--- src/rtl/rolling_window_mean_variance_core_defines.svh ---
// Assertion helpers for the files that check their own logic.
`ifndef ROLLING_WINDOW_MEAN_VARIANCE_CORE_DEFINES_SVH
`define ROLLING_WINDOW_MEAN_VARIANCE_CORE_DEFINES_SVH

// The consequent must hold in the same cycle as the antecedent.
`define RWMV_ASSERT_NOW(lbl, ante, cons, msg) \
  lbl: assert property (@(posedge clk) disable iff (rst) (ante) |-> (cons)) \
    else $error(msg);

// The consequent must hold in the cycle after the antecedent.
`define RWMV_ASSERT_NEXT(lbl, ante, cons, msg) \
  lbl: assert property (@(posedge clk) disable iff (rst) (ante) |=> (cons)) \
    else $error(msg);

`endif

--- src/rtl/rwmv_pkg.sv ---
`default_nettype none
package rwmv_pkg;

  localparam int DEF_CHANNELS   = 64;
  localparam int DEF_MAX_WINDOW = 128;

  localparam int          CH_FIELD_W = 6;
  localparam int          LEN_W      = 8;
  localparam logic [7:0]  WIN_RESET  = 8'd5;
  localparam logic [7:0]  WIN_MIN    = 8'd2;
  localparam int          SUM_W      = 24;
  localparam int          SQ_W       = 38;
  localparam int          DIV_W      = 46;
  localparam int          DEN_W      = 16;

  typedef struct packed {
    logic [5:0]         channel;
    logic signed [15:0] sample;
    logic               sample_valid;
  } req_t;

  typedef struct packed {
    logic [5:0]         out_channel;
    logic signed [15:0] window_mean;
    logic [31:0]        window_variance;
    logic               stats_valid;
  } rsp_t;

  // Per-channel running state; head and counts never exceed the 8-bit window length.
  typedef struct packed {
    logic [7:0]             head;
    logic [7:0]             fill;
    logic [7:0]             vcnt;
    logic signed [SUM_W-1:0] sum;
    logic [SQ_W-1:0]        sq;
  } chan_state_t;

  typedef enum logic [2:0] {
    S_IDLE,
    S_RDST,
    S_UPDATE,
    S_MUL,
    S_SUB,
    S_DIVM,
    S_DIVV,
    S_OUT
  } state_t;

  typedef struct packed {
    logic capture;
    logic ring_rd;
    logic update;
    logic mul;
    logic sub;
    logic start_mean;
    logic start_var;
    logic take_mean;
    logic take_var;
    logic load_out;
  } cmd_t;

  typedef struct packed {
    logic ch_ok;
    logic stats_ok;
    logic div_done;
    logic out_free;
  } status_t;

endpackage
`default_nettype wire

--- src/rtl/rwmv_ctrl.sv ---
`default_nettype none
module rwmv_ctrl (
  input  wire logic               clk,
  input  wire logic               rst,
  input  wire logic               req_valid,
  output logic                    req_ready,
  input  wire rwmv_pkg::status_t  status,
  output rwmv_pkg::cmd_t          cmd
);

  rwmv_pkg::state_t state, state_next;

  always_ff @(posedge clk) begin
    if (rst) begin
      state <= rwmv_pkg::S_IDLE;
    end else begin
      state <= state_next;
    end
  end

  always_comb begin
    state_next = state;
    case (state)
      rwmv_pkg::S_IDLE: begin
        if (req_valid) state_next = rwmv_pkg::S_RDST;
      end
      rwmv_pkg::S_RDST: begin
        state_next = status.ch_ok ? rwmv_pkg::S_UPDATE : rwmv_pkg::S_OUT;
      end
      rwmv_pkg::S_UPDATE: state_next = rwmv_pkg::S_MUL;
      rwmv_pkg::S_MUL: begin
        state_next = status.stats_ok ? rwmv_pkg::S_SUB : rwmv_pkg::S_OUT;
      end
      rwmv_pkg::S_SUB: state_next = rwmv_pkg::S_DIVM;
      rwmv_pkg::S_DIVM: begin
        if (status.div_done) state_next = rwmv_pkg::S_DIVV;
      end
      rwmv_pkg::S_DIVV: begin
        if (status.div_done) state_next = rwmv_pkg::S_OUT;
      end
      rwmv_pkg::S_OUT: begin
        if (status.out_free) state_next = rwmv_pkg::S_IDLE;
      end
      default: state_next = rwmv_pkg::S_IDLE;
    endcase
  end

  always_comb begin
    cmd       = '0;
    req_ready = 1'b0;
    case (state)
      rwmv_pkg::S_IDLE: begin
        req_ready   = 1'b1;
        cmd.capture = req_valid;
      end
      rwmv_pkg::S_RDST:   cmd.ring_rd = status.ch_ok;
      rwmv_pkg::S_UPDATE: cmd.update  = 1'b1;
      rwmv_pkg::S_MUL:    cmd.mul     = 1'b1;
      rwmv_pkg::S_SUB: begin
        cmd.sub        = 1'b1;
        cmd.start_mean = 1'b1;
      end
      rwmv_pkg::S_DIVM: begin
        cmd.take_mean = status.div_done;
        cmd.start_var = status.div_done;
      end
      rwmv_pkg::S_DIVV:   cmd.take_var = status.div_done;
      rwmv_pkg::S_OUT:    cmd.load_out = status.out_free;
      default: cmd = '0;
    endcase
  end

endmodule
`default_nettype wire

--- config.mk ---
export PLATFORM = sky130hd
export DESIGN_NAME = rwmv_ctrl
export DESIGN_NICKNAME = d
export VERILOG_FILES = /design/src/rtl/rolling_window_mean_variance_core_defines.svh /design/src/rtl/rwmv_pkg.sv /design/src/rtl/rwmv_ctrl.sv
export SDC_FILE = /design/constraint.sdc
export NUM_CORES = 1
export LEC_CHECK = 0
export BUFFER_PORTS_ARGS = -buffer_cell sky130_fd_sc_hd__buf_2
export CAP_MARGIN = 20
export CORE_AREA = 2 2 39 41
export DETAILED_ROUTE_END_ITERATION = 8
export DIE_AREA = 0 0 41 43
export PLACE_DENSITY_LB_ADDON = 0.05
export SETUP_SLACK_MARGIN = 0.05
export SYNTH_ARGS = -nofsm -noshare
export SYNTH_HDL_FRONTEND = slang
export SYNTH_SLANG_ARGS = --single-unit
--- constraint.sdc ---
create_clock -name clk -period 1.4 [get_ports clk]
set_input_delay 0 -clock clk [delete_from_list [all_inputs] [get_ports clk]]
set_output_delay 0 -clock clk [all_outputs]
set_load 0.01 [all_outputs]
; ---- After elaboration in Yosys (flattened, before gate mapping)
; Index checks and enable logic that the tools add are counted.
[classes]
n_eq_ne = 11
muxes = 16
n_reduce_logical = 2
[op_table]
columns = cell, n
row1 = 3-bit case mux with 8 select lines, 1
row2 = 3-bit 2-to-1 mux, 5
row3 = 3-bit equality test (second input constant), 4
row4 = 2-bit inequality test (second input constant), 4
row5 = 1-bit 2-to-1 mux, 7
row6 = 3-bit by 2-bit equality test with 1-bit output (second input constant), 2
row7 = 2-bit 2-to-1 mux, 3
row8 = 4-bit AND reduction, 1
row9 = 3-bit by 1-bit equality test with 1-bit output (second input constant), 1
row10 = 3-bit logical NOT, 1
[word_totals]
register_bits = 3
wordCells = 30

; ---- Depth between registers and ports, before layout
[logic_depth]
word_depth = 3
depth_mapped = 5
mapped_depth_nobuf = 4

; ---- Worst setup path before layout
; Ideal clock, no wire load.
[synth_timing]
path_type = register to register
from = reg state[1]
to = reg state[0]
setup_ns = 0.088
arrival_time_ns = 1.018
required_ns = 1.312
path_slack_ns = 0.294
path_stages_with_launch = 4
synth_period_minus_slack_ns = 1.106
path_cell_list = dfxtp_1 -> nor4_2 -> nor3_2 -> a311oi_2
[synth_between]
elab_chain_len = 3
[synth_rtl]
columns = element, line
row1 = from (decl), rwmv_ctrl.sv:11  ; rwmv_pkg::state_t state, state_next;
row2 = from (signal assigned), rwmv_ctrl.sv:15  ; state <= rwmv_pkg::S_IDLE;
row3 = from (signal assigned), rwmv_ctrl.sv:17  ; state <= state_next;
row4 = 3-bit equality test / 3-bit logical NOT (equally long branches), rwmv_ctrl.sv:23  ; case (state)
row5 = 2-bit inequality test (no line), n/a
row6 = 4-bit AND reduction (no line), n/a
; Several ways; a longest one is shown, not always the timed one.
; A chain may end at the register's enable or synchronous reset.

; ---- Worst setup path in the final report
; Ends and elaborated chain as after synthesis.

==> flow_summary.ini <==
[floorplan]
core_area_mm2 = 0.001384
rows = 14
ios = 18
die_h_um = 43
start_util = 0.2269
die-area_mm2 = 0.001763
fp.dieW_um = 41

[yosys]
syn-cell-area_um2 = 314.1
yosys-top-cells-area = dfxtp_1, a311oi_2, nand2_1
synthDominantCellAreaShare = 0.1912
synth_seq_cells = 3
synth.distinct_cells = 20
synth_cells = 43
yosysSeqAreaShare = 0.1912
async_flop_share = 0
syn_avg_cell_area_um2 = 7.304
yosys.area.top_type = dfxtp_1
synth_ff_type = dfxtp_1
synth_edf_count = 0
syn_nets = 50
yosys_warnings = 0

[power_and_ir_drop]
total_power_uw = 641.0
intPower_uw = 379.2
p_sw_uw = 261.9
netSwitchingFraction = 0.4085
power.share.clock = 0.233
total_leakage_power_uw = 0.0002267
power_frac_comb = 0.493
p_seq_frac = 0.275
power.density_mw_per_mm2 = 1345
vdd_drop_max_mv = 0.5182

[cts]
cts.sinks = 3
worstSkewPairLatency_ns = 0.23
tritoncts = yes
clkTransAtPathRegs_ns = 0.04
htreeDepth = 1
cts_buffers = 3
cts_max_path_buffers = 2
cts_root_buf = clkbuf_4
cts_setup_buffers = 0

[worst_setup_path]
path_cells = nor4_4 -> nor3_4 -> a311oi_2
critPathRequiredTime_ns = 1.54
crit_buf_inv = 0
arrival_ns = 1.36
critPathMaxStageDelay_ns = 0.40
cpLargestDelayFamily = simple AND/OR/NAND/NOR gates
crit_path_start_kind = flop
cpMaxStageDelayCell = nor4_4
crit_fanout = 14
end_kind = flop
crit_type = flop to flop

[sta]
maxSlewHeadroom = 0.7802
max_freq_ghz = 0.8155
period_needed_ns = 1.226
hold_violations = 0
finalClockSkew_ns = 0.004926
slew_violations = 0
finalCritPeriodShare = 0.8759
rsz0062_at_grt = no
setup_viol = 0
finalSetupTns_ns = 0
tightest_slew_ns = 0.3273

[place]
portBuffers = 17
place_congestion = 0.6398
dpl.hpwl_um = 635.6

[global_routing]
overflow = 0
busiest_layer = met2
grtUsageTotal = 0.1132
grt_pass1_vias = 339
use_met1 = 0.1502
grt_util_met3 = 0.01571
use_met2 = 0.1688
grt_start_max_net_pins = 15
antenna_found_initial = 0
grt_pass1_wl_um = 1366

[final_layout]
regArea_um2 = 63.81
drive_above_1_share = 0.5156
top_register = state
fin_nets = 72
fillCellCount = 163
fin_util = 0.3445
diodes = 0
largest_register_ffs = 3
layout.cells.most_common = buf_2
largestRegisters = state: 3 flops
syn2layout_area_growth_pct = 51.79
multi_input_area_um2 = 237.7
final_cell_mix = buf_2, nand2_1, nor2_1

[outcome]
status = finished, final reports clean

[detailed_routing]
drt.antenna.violating_nets = 0
vias = 360
wirelength_um = 804
drt-initial-drc-count = 0
vias_per_cell = 4.500
drtPass1Iterations = 1
wl_per_cell_um = 10.05
drt_drc_violations_left = 0

[run]
max_cap_viol_count = 0

[worst_hold_path]
hold_path_class = input pin to flop
-- cell usage after synthesis (2+ instances only) --
| cell type | number |
|---|---|
| a21oi_1 | 2 |
| a311oi_2 | 2 |
| buf_2 | 2 |
| buf_4 | 3 |
| dfxtp_1 | 3 |
| nand2_1 | 7 |
| nand2b_1 | 3 |
| nor2_1 | 7 |
| nor3_1 | 3 |
-- stage by stage --
stage | instances | hold slack, ns | setup WS (ns) | area, um^2
global placement | 75 | 0.2155 | 0.09654 | 416.7
finish | 80 | 0.1029 | 0.1738 | 476.7
detailed placement | 75 | 0.2157 | 0.06982 | 416.7
global route | 80 | 0.1060 | 0.09052 | 476.7
CTS | 80 | 0.1007 | 0.05910 | 452.9
floorplan | 43 | 0.06786 | 0.2938 | 314.1
-- path summary, 6_finish.rpt --
kind         cells past startpoint                   from  slack (ns)                     to
max                              3  state[1]$_SDFFE_PP0P_        0.17  state[0]$_SDFFE_PP0P_
max reg2reg                      3  state[1]$_SDFFE_PP0P_        0.17  state[0]$_SDFFE_PP0P_
min                              4              status[2]        0.10  state[1]$_SDFFE_PP0P_
min reg2reg                      2  state[1]$_SDFFE_PP0P_        0.65  state[1]$_SDFFE_PP0P_
-- layout make-up --
cell class,count,share of cell area
sequential,3,0.1339
timing repair buffer,22,0.2625
tap,16,0.04199
multi-input combinational,34,0.4987
clock buffer,4,0.05512
inverter,1,0.007874
-- worst register-to-register path: cells and delay by family (launching register included) --
family             cells  cell delay [ns]
DFF                    1             0.39
and+or+nand+nor        2             0.50
AOI/OAI and AO/OA      1             0.24
-- cell families (layout without fill, tap and decap cells) --
| kind of cell | count (synthesis) | after routing | synth area share |
|---|---|---|---|
| AND/OR/NAND/NOR | 27 | 27 | 0.4861 |
| AO/OA/AOI/OAI | 7 | 7 | 0.2072 |
| buffers and inverters | 6 | 27 | 0.1155 |
| flip-flops | 3 | 3 | 0.1912 |
-- power by group through the flow --
stage	Combinational [uW]	Sequential (uW)	Clock [uW]
after global routing	355	185	169
after CTS	303	162	158
final	316	176	149
after detailed placement	300	163	0
after floorplan	223	134	0
after global placement	303	165	0
-- per-layer routing --
metal / routed length [um] / part of all wire / vias up
met3: 35 / 0.044 / 0
met1: 350 / 0.44 / 162
met5: 0 / 0 / -
met2: 418 / 0.52 / 7
li1: - / - / 191
met4: 0 / 0 / 0
-- what timing repair did --
item,CTS,global route
endpoints found under the setup margin,0,7
endpoints found under the hold margin,3,0
resized for setup,0,6
hold buffers,1,0
Power figures use the tool's default switching activity.
